## src/design/assert_macros.svh

```systemverilog
// Assertion macros shared by the allocator RTL.
// Each macro expects signals named clock and reset in the including module.
`ifndef ASSERT_MACROS_SVH
`define ASSERT_MACROS_SVH

// The condition holds at every clock edge outside reset.
`define ASSERT_ALWAYS(label, cond, msg) \
   label: assert property (@(posedge clock) disable iff (reset) (cond)) \
      else $error(msg);

// The consequent holds in the same cycle as the antecedent.
`define ASSERT_IMPLIES(label, ante, cons, msg) \
   label: assert property (@(posedge clock) disable iff (reset) (ante) |-> (cons)) \
      else $error(msg);

// The consequent holds in the cycle after the antecedent.
`define ASSERT_NEXT(label, ante, cons, msg) \
   label: assert property (@(posedge clock) disable iff (reset) (ante) |=> (cons)) \
      else $error(msg);

`endif

```

## src/design/bfba_pkg.sv

```systemverilog
// Package for the best-fit block allocator: field widths, codes and shared types.
// Used by bfba_scan_unit and best_fit_block_allocator_top; depends on nothing.
`timescale 1ns / 1ps
`default_nettype none

package bfba_pkg;

   localparam int NUM_BLOCKS_DEFAULT = 32;

   localparam int SIZE_W   = 16;
   localparam int STATUS_W = 2;
   localparam int INDEX_W  = 5;

   // Request kinds carried on the input side.
   localparam logic ACT_LOAD  = 1'b0;
   localparam logic ACT_ALLOC = 1'b1;

   // Result codes.
   localparam logic [STATUS_W-1:0] STATUS_LOADED   = 2'd0;
   localparam logic [STATUS_W-1:0] STATUS_REJECTED = 2'd1;
   localparam logic [STATUS_W-1:0] STATUS_ALLOC    = 2'd2;
   localparam logic [STATUS_W-1:0] STATUS_NO_FIT   = 2'd3;

   // Control from the sequencer to the scan unit.
   typedef struct packed {
      logic clear;   // start of a new search
      logic sample;  // a table entry is presented this cycle
      logic used;    // that entry is already allocated
   } scan_ctl_type;

endpackage

`default_nettype wire

```

## src/design/bfba_scan_unit.sv

```systemverilog
// Shared subtract-and-compare unit that keeps the best fit seen so far.
// Depends on bfba_pkg and assert_macros.svh.
`timescale 1ns / 1ps
`default_nettype none
`include "assert_macros.svh"

module bfba_scan_unit #(
   parameter int NUM_BLOCKS = bfba_pkg::NUM_BLOCKS_DEFAULT,
   parameter int IDX_W      = (NUM_BLOCKS > 1) ? $clog2(NUM_BLOCKS) : 1
) (
   input  wire                           clock,
   input  wire                           reset,
   input  wire  bfba_pkg::scan_ctl_type  ctl,
   input  wire  [IDX_W-1:0]              sample_idx,
   input  wire  [bfba_pkg::SIZE_W-1:0]   sample_size,
   input  wire  [bfba_pkg::SIZE_W-1:0]   req_size,
   output logic                          found,
   output logic [IDX_W-1:0]              best_idx,
   output logic [bfba_pkg::SIZE_W-1:0]   best_size,
   output logic [bfba_pkg::SIZE_W-1:0]   best_left
);
   import bfba_pkg::*;

   logic              found_ff, found_in;
   logic [IDX_W-1:0]  best_idx_ff;
   logic [SIZE_W-1:0] best_size_ff;
   logic [SIZE_W-1:0] best_left_ff;
   logic [SIZE_W:0]   diff;
   logic              better;

   // A borrow out of the subtraction means the block is too small. Entries are
   // presented in ascending order, so a strict compare keeps the lowest index
   // on a tie.
   always_comb begin
      diff   = {1'b0, sample_size} - {1'b0, req_size};
      better = ctl.sample && !ctl.used && !diff[SIZE_W] &&
               (!found_ff || (diff[SIZE_W-1:0] < best_left_ff));
      found_in = ctl.clear ? 1'b0 : (found_ff || better);
   end

   always_ff @(posedge clock) begin
      if (reset) begin
         found_ff <= 1'b0;
      end else begin
         found_ff <= found_in;
      end
   end

   always_ff @(posedge clock) begin
      if (better && !ctl.clear) begin
         best_idx_ff  <= sample_idx;
         best_size_ff <= sample_size;
         best_left_ff <= diff[SIZE_W-1:0];
      end
   end

   assign found     = found_ff;
   assign best_idx  = best_idx_ff;
   assign best_size = best_size_ff;
   assign best_left = best_left_ff;

   `ASSERT_IMPLIES(a_best_consistent, found_ff,
      (best_size_ff >= req_size) && (best_left_ff == best_size_ff - req_size),
      "best fit leftover does not match its size")
   `ASSERT_NEXT(a_clear_forgets, ctl.clear, !found_ff,
      "search start did not drop the previous best")

endmodule

`default_nettype wire

```

## src/design/best_fit_block_allocator_top.sv

```systemverilog
// Top level of the best-fit block allocator: sequencer, size table and result register.
// Depends on bfba_pkg, bfba_scan_unit and assert_macros.svh.
//
//   channel   direction  tdata                       tuser
//   req_      in         size_value[15:0]            action
//   rsp_      out        block_index, size, leftover status[1:0]
//
// A load is taken in its transfer cycle and committed in the finish state once the result register is free.
// A request scans the loaded entries before its result is registered: the
// scan reads one table entry per cycle from the single read port of the size
// memory, and each entry is compared by the one shared subtract-and-compare
// unit. The block takes a new transfer as soon as the result is registered,
// even while that result still waits on rsp_tready.
// Reset clears the load count and every in-use bit; the size table is not
// cleared, since only loaded entries are ever read.
`timescale 1ns / 1ps
`default_nettype none
`include "assert_macros.svh"

module best_fit_block_allocator_top #(
   parameter int NUM_BLOCKS = bfba_pkg::NUM_BLOCKS_DEFAULT
) (
   input  wire         clock,
   input  wire         reset,
   // Input channel.
   input  wire         req_tvalid,
   output logic        req_tready,
   input  wire  [15:0] req_tdata,   // [15:0] size_value
   input  wire         req_tuser,   // [0] action: load or allocate
   // Result channel.
   output logic        rsp_tvalid,
   input  wire         rsp_tready,
   output logic [39:0] rsp_tdata,   // [4:0] block_index, [20:5] block_size,
                                    // [36:21] leftover, [39:37] zero
   output logic [1:0]  rsp_tuser    // [1:0] status
);
   import bfba_pkg::*;

   localparam int IDX_W = (NUM_BLOCKS > 1) ? $clog2(NUM_BLOCKS) : 1;
   localparam int CNT_W = $clog2(NUM_BLOCKS + 1);

   // Sequencer states.
   localparam logic [1:0] ST_IDLE   = 2'd0;
   localparam logic [1:0] ST_SCAN   = 2'd1;
   localparam logic [1:0] ST_FINISH = 2'd2;

   logic [1:0]            state_ff, state_in;
   logic                  action_ff;
   logic [SIZE_W-1:0]     value_ff;
   logic [CNT_W-1:0]      cnt_ff, cnt_in;
   logic [CNT_W-1:0]      loaded_ff, loaded_in;
   logic [NUM_BLOCKS-1:0] in_use_ff, in_use_in;

   // Size table and its registered read port.
   logic [SIZE_W-1:0]     size_mem [NUM_BLOCKS];
   logic                  mem_we;
   logic [IDX_W-1:0]      mem_waddr;
   logic                  rd_issue;
   logic                  rd_valid_ff;
   logic                  rd_used_ff;
   logic [IDX_W-1:0]      rd_idx_ff;
   logic [SIZE_W-1:0]     rd_size_ff;

   // Result register.
   logic                  rsp_valid_ff, rsp_valid_in;
   logic                  rsp_load;
   logic [STATUS_W-1:0]   rsp_status_ff, rsp_status_in;
   logic [INDEX_W-1:0]    rsp_index_ff, rsp_index_in;
   logic [SIZE_W-1:0]     rsp_size_ff, rsp_size_in;
   logic [SIZE_W-1:0]     rsp_left_ff, rsp_left_in;

   scan_ctl_type          scan_ctl;
   logic                  best_found;
   logic [IDX_W-1:0]      best_idx;
   logic [SIZE_W-1:0]     best_size;
   logic [SIZE_W-1:0]     best_left;
   logic                  table_full;
   logic                  out_free;

   assign req_tready = (state_ff == ST_IDLE);
   assign table_full = (loaded_ff == CNT_W'(NUM_BLOCKS));
   assign out_free   = !rsp_valid_ff || rsp_tready;
   assign rd_issue   = (state_ff == ST_SCAN) && (cnt_ff < loaded_ff);

   always_comb begin
      state_in      = state_ff;
      cnt_in        = cnt_ff;
      loaded_in     = loaded_ff;
      in_use_in     = in_use_ff;
      rsp_valid_in  = rsp_valid_ff && !rsp_tready;
      rsp_load      = 1'b0;
      rsp_status_in = STATUS_NO_FIT;
      rsp_index_in  = '0;
      rsp_size_in   = '0;
      rsp_left_in   = '0;
      mem_we        = 1'b0;
      mem_waddr     = loaded_ff[IDX_W-1:0];
      scan_ctl      = '{clear: 1'b0, sample: rd_valid_ff, used: rd_used_ff};

      unique case (state_ff)
         ST_IDLE: begin
            if (req_tvalid) begin
               scan_ctl.clear = 1'b1;
               cnt_in         = '0;
               state_in       = (req_tuser == ACT_ALLOC) ? ST_SCAN : ST_FINISH;
            end
         end
         ST_SCAN: begin
            // The last entry read is compared in the cycle the scan ends.
            if (rd_issue) begin
               cnt_in = cnt_ff + CNT_W'(1);
            end else begin
               state_in = ST_FINISH;
            end
         end
         ST_FINISH: begin
            if (out_free) begin
               rsp_valid_in = 1'b1;
               rsp_load     = 1'b1;
               state_in     = ST_IDLE;
               if (action_ff == ACT_LOAD) begin
                  if (table_full) begin
                     rsp_status_in = STATUS_REJECTED;
                  end else begin
                     mem_we                            = 1'b1;
                     in_use_in[loaded_ff[IDX_W-1:0]] = 1'b0;
                     rsp_status_in                     = STATUS_LOADED;
                     rsp_index_in                      = INDEX_W'(loaded_ff);
                     loaded_in                         = loaded_ff + CNT_W'(1);
                  end
               end else if (best_found) begin
                  in_use_in[best_idx] = 1'b1;
                  rsp_status_in       = STATUS_ALLOC;
                  rsp_index_in        = INDEX_W'(best_idx);
                  rsp_size_in         = best_size;
                  rsp_left_in         = best_left;
               end
            end
         end
         default: begin
            state_in = ST_IDLE;
         end
      endcase
   end

   always_ff @(posedge clock) begin
      if (reset) begin
         state_ff     <= ST_IDLE;
         cnt_ff       <= '0;
         loaded_ff    <= '0;
         in_use_ff    <= '0;
         rd_valid_ff  <= 1'b0;
         rsp_valid_ff <= 1'b0;
      end else begin
         state_ff     <= state_in;
         cnt_ff       <= cnt_in;
         loaded_ff    <= loaded_in;
         in_use_ff    <= in_use_in;
         rd_valid_ff  <= rd_issue;
         rsp_valid_ff <= rsp_valid_in;
      end
   end

   // Request payload is captured on its transfer.
   always_ff @(posedge clock) begin
      if (req_tvalid && req_tready) begin
         action_ff <= req_tuser;
         value_ff  <= req_tdata;
      end
   end

   // Size table: one write port for loads, one registered read port for the scan.
   always_ff @(posedge clock) begin
      if (mem_we) begin
         size_mem[mem_waddr] <= value_ff;
      end
      if (rd_issue) begin
         rd_size_ff <= size_mem[cnt_ff[IDX_W-1:0]];
         rd_used_ff <= in_use_ff[cnt_ff[IDX_W-1:0]];
         rd_idx_ff  <= cnt_ff[IDX_W-1:0];
      end
   end

   always_ff @(posedge clock) begin
      if (rsp_load) begin
         rsp_status_ff <= rsp_status_in;
         rsp_index_ff  <= rsp_index_in;
         rsp_size_ff   <= rsp_size_in;
         rsp_left_ff   <= rsp_left_in;
      end
   end

   bfba_scan_unit #(
      .NUM_BLOCKS (NUM_BLOCKS),
      .IDX_W      (IDX_W)
   ) u_scan (
      .clock       (clock),
      .reset       (reset),
      .ctl         (scan_ctl),
      .sample_idx  (rd_idx_ff),
      .sample_size (rd_size_ff),
      .req_size    (value_ff),
      .found       (best_found),
      .best_idx    (best_idx),
      .best_size   (best_size),
      .best_left   (best_left)
   );

   assign rsp_tvalid = rsp_valid_ff;
   assign rsp_tuser  = rsp_status_ff;
   assign rsp_tdata  = {3'b000, rsp_left_ff, rsp_size_ff, rsp_index_ff};

   `ASSERT_ALWAYS(a_loaded_bound, loaded_ff <= CNT_W'(NUM_BLOCKS), "load count beyond table depth")
   `ASSERT_IMPLIES(a_idle_no_read, req_tready, !rd_valid_ff, "table read pending while idle")
   `ASSERT_IMPLIES(a_scan_bound, state_ff == ST_SCAN, cnt_ff <= loaded_ff, "scan ran past the loaded entries")
   `ASSERT_NEXT(a_finish_result, (state_ff == ST_FINISH) && out_free, rsp_valid_ff && req_tready, "commit did not register a result")

endmodule

`default_nettype wire
```

## config.mk

```make
export PLATFORM = sky130hd
export DESIGN_NAME = best_fit_block_allocator_top
export DESIGN_NICKNAME = d
export VERILOG_FILES = /design/src/design/bfba_pkg.sv /design/src/design/bfba_scan_unit.sv /design/src/design/best_fit_block_allocator_top.sv
export VERILOG_INCLUDE_DIRS = /design/src /design/src/design
export SDC_FILE = /design/constraint.sdc
export NUM_CORES = 1
export LEC_CHECK = 0
export BUFFER_PORTS_ARGS = -buffer_cell sky130_fd_sc_hd__buf_2
export CAP_MARGIN = 20
export CORE_UTILIZATION = 45
export CTS_CLUSTER_DIAMETER = 60
export DETAILED_ROUTE_END_ITERATION = 8
export PLACE_DENSITY_LB_ADDON = 0.3
export SYNTH_ARGS = -nofsm -noshare
export SYNTH_HDL_FRONTEND = slang
export SYNTH_HIERARCHICAL = 1
export SYNTH_SLANG_ARGS = --single-unit
```

## constraint.sdc

```tcl
create_clock -name clock -period 10.53 [get_ports clock]
set_input_delay 1.5795 -clock clock [delete_from_list [all_inputs] [get_ports clock]]
set_output_delay 1.5795 -clock clock [all_outputs]
set_load 0.01 [all_outputs]
```

==> results by group <==
Power and ir drop
  – Pwr/cell area: 181.4 nW/um2
  – Lkg Pwr: 9.743 nW
  – Peak VDD IR: 0.1200 mV
  – Combinational power share: 3.1%
  – Clk pwr share: 43.0%
  – Int Power: 0.004407 W
  – Reg power frac: 53.8%
  – Switching Share: 20.45%
  – Net Switching: 0.001133 W

Die
  – Initial core utilization: 45.61%
  – Width of the chip: 246.8 um
  – Row Count: 89
  – # IOs: 65
  – Core footprint: 59130 um2
  – Die area: 60920 um2
  – Die height: 246.8 um

Final layout
  – Layout cells sized above 1: 21.34%
  – Ant. Diodes: 0
  – Nets: 1682
  – Layout area overhead: 13.22%
  – Commonest non-fill, non-tap cell in the layout: edfxtp_1
  – Commonest cells after routing, fill and taps aside: 627 x edfxtp_1, 102 x mux4_2, 74 x a21oi_1
  – Design area: 30540 um2

Clock network
  – Buffers inserted during post-CTS setup optimization: 0
  – CTS Root Cell: clkbuf_16
  – Hold-fix buffers, CTS: 0
  – Post-cts sizing count: 0
  – Longest Clk Path Bufs: 3
  – H-tree Lvls: 3
  – CTS tree: done
  – CTS Sinks: 676
  – Clock transition at path regs: 0.06 ns
  – Clock insertion delay at the later pin of the skew report: 0.60 ns
  – CTS buffer count: 68

Setup path
  – Setup crit end kind: flip-flop
  – WP data required: 10.79 ns
  – Crit path DAT: 5.81 ns
  – Worst-path maximum fanout: 33
  – Slowest Stage Delay on Critical Path: 1.02 ns
  – Critical path class: reg -> reg
  – CP most frequent cell: o21ai_0
  – CP Launch Type: flip-flop
  – Worst-case reg-to-reg path depth: 15
  – Cells along the critical path: inv_1 -> ha_1 -> a21oi_1 -> o21ai_0 -> a31oi_1 -> o31ai_1 -> o311ai_0 -> ha_1 -> a21oi_1 -> nor2b_1 -> o21ai_0 -> o21ai_0 -> o21ai_0 -> nor4b_4 -> buf_4
  – Slowest cell on the critical path: edfxtp_1
  – Reg-to-reg slack, setup: 4.98 ns
  – Reg2Reg Capture Point: u_scan/best_left[4]
  – Reg2reg start: value_ff[6]

Place
  – Cell Area, Placed: 28290 um2
  – Port Buffers: 61
  – Pre-CTS setup slack: 5.184 ns
  – Post-detail-place hpwl: 36490 um
  – Routability cong.: 0.8503

Timing
  – Setup_tns: 0 ns
  – Period minus WS final: 5.548 ns
  – Fin crit share: 52.69%
  – Min setup slack post-route: 4.982 ns
  – Skew final: 0.02472 ns
  – Max Freq: 180.2 MHz
  – Slew HR: 30.33%
  – # setup viols final: 0
  – Pins Over Slew Limit: 0
  – Slew @ Worst Pin: 1.045 ns
  – Final Hold Viols: 0
  – Worst hold slack: 0.4173 ns
  – RSZ-0062 raised after global routing: false

Route
  – M1 wire length: 27480 um
  – DR vias/cell: 5.911
  – WL/cell: 26.72 um
  – DRT iter0 DRCs: 1525
  – WL met2: 29890 um
  – Detailed Routing Iterations Pass 1: 7
  – Drt drc: 16
  – Met3 wire length: 6077 um
  – Post-DRT Antenna Nets: 0
  – Routed vias: 14460
  – Final WL: 65370 um
  – Max Used Layer: met4

Logic synthesis
  – Sequential-to-total area share from yosys stat: 73.45%
  – Synthesized instance count: 1506
  – Yosys warning total: 6
  – Yosys reg bits: 676
  – Most used DFF post-synth: edfxtp_1
  – Mapped Area: 26970 um2
  – Asr flop ratio synth: 0%
  – Syn avg cell area: 17.91 um2
  – Netlist cell types: 64
  – EDFF count, synth: 627

GRT
  – Gr usage total: 21.82%
  – Grt total ovfl: 0
  – Pin count of the biggest net entering global routing: 109
  – Vias in the first global route: 14510
  – Antenna violations before repair: 0
  – Global-route wire length before repair: 94980 um

Status
  – Status: finished, violations left
  – Failing checks: DRC

Min path
  – Worst Hold Depth: 0
  – Worst hold path type: reg -> reg
  – Min-Delay Startpoint: rd_idx_ff[3]
  – Hold endpoint: u_scan/best_idx[3]

Job
  – Max cap viols: 0
Yosys cell counts (4+ instances only):
library cell,count,area share [%]
a2111oi_2,12,0.67
a211oi_1,7,0.19
a21o_1,6,0.17
a21oi_1,74,1.4
a22o_1,13,0.42
a22oi_1,27,0.75
and2_1,34,0.79
and3_1,4,0.093
buf_1,5,0.070
buf_2,21,0.39
buf_4,12,0.33
buf_6,7,0.29
clkbuf_1,28,0.39
dfxtp_1,49,3.6
edfxtp_1,627,70
ha_1,41,1.9
inv_1,53,0.74
mux2i_1,70,2.6
mux4_2,102,8.5
nand2_1,40,0.56
nand2b_1,14,0.32
nand3_1,15,0.28
nand3b_1,7,0.19
nand4_1,8,0.19
nor2_1,62,0.86
nor2b_1,5,0.12
nor3_1,25,0.46
o21ai_0,33,0.61
o221ai_1,17,0.55
o22ai_1,16,0.37
xnor2_1,10,0.32
xor2_1,7,0.23
area by class of cell:
class                   instances  area, um2
clock buffers                  86       1833
clock inverters                38      362.8
fillers                      4682      28590
inverters                      54      202.7
multi-input cells             701       6571
flip-flops and latches        676      19820
well taps                     773      967.2
repair buffers                118      778.2
logic make-up after synthesis:
family | count (synthesis) | share of synthesized area, %
compound gates | 237 | 6.105
xor+xnor | 17 | 0.5520
fa+ha+maj | 42 | 1.976
buf+inv | 131 | 2.449
flops | 676 | 73.45
mux | 172 | 11.12
other cells | 1 | 0.01390
simple gates | 230 | 4.342
state kept, by name, summed over array words and instances, names as in the netlist, 6 cells and up:
signal and count:
cnt_ff 6, in_use_ff 32, loaded_ff 6, rd_size_ff 16
rsp_left_ff 16, rsp_size_ff 16, size_mem 512, u_scan/best_left 16
u_scan/best_size 16, value_ff 16
power groups by stage:
stage                     clock network (W)  registers (W)  logic [W]
after global placement                    0        0.00304   0.000165
after floorplan                           0        0.00306  0.0000810
after detailed placement                  0        0.00304   0.000171
after CTS                           0.00242        0.00298   0.000172
after global routing                0.00252        0.00298   0.000189
final                               0.00238        0.00298   0.000174
how the worst max path moves through the flow:
stage | slack, ns | from | end
4_1_cts | 5.15 | value_ff[0] | u_scan/best_size[0]
3_3_place_gp | 5.35 | value_ff[0] | u_scan/best_idx[3]
3_5_place_dp | 5.18 | value_ff[0] | u_scan/best_idx[1]
2_1_floorplan | 4.89 | value_ff[0] | u_scan/best_idx[0]
5_1_grt | 4.56 | value_ff[6] | u_scan/best_idx[1]
6_report | 4.98 | value_ff[6] | u_scan/best_left[4]
metal layers:
metal	vias up	GRT usage [%]
met2	656	33.38
met3	105	5.904
met5	-	0
met4	0	7.734
met1	7465	30.04
li1	6232	-
through the flow:
stage / utilization [%] / instances / total power [W]
after floorplan: - / 1508 / 0.003138
final: 51.64 / 2446 / 0.005540
after global placement: 47.85 / 2320 / 0.003203
after CTS: 51.56 / 2444 / 0.005572
after global routing: 51.64 / 2446 / 0.005694
after detailed placement: 47.85 / 2320 / 0.003211
critical path: cells and delay by family, from the launching register on:
| kind | cells | cell delay (ns) |
|---|---|---|
| fa+ha+maj | 2 | 0.79 |
| simple gates | 2 | 0.83 |
| compound gates | 9 | 1.88 |
| flops | 1 | 1.02 |
| buf+inv | 2 | 0.69 |
Note: power is estimated with default switching activity, not from simulation.
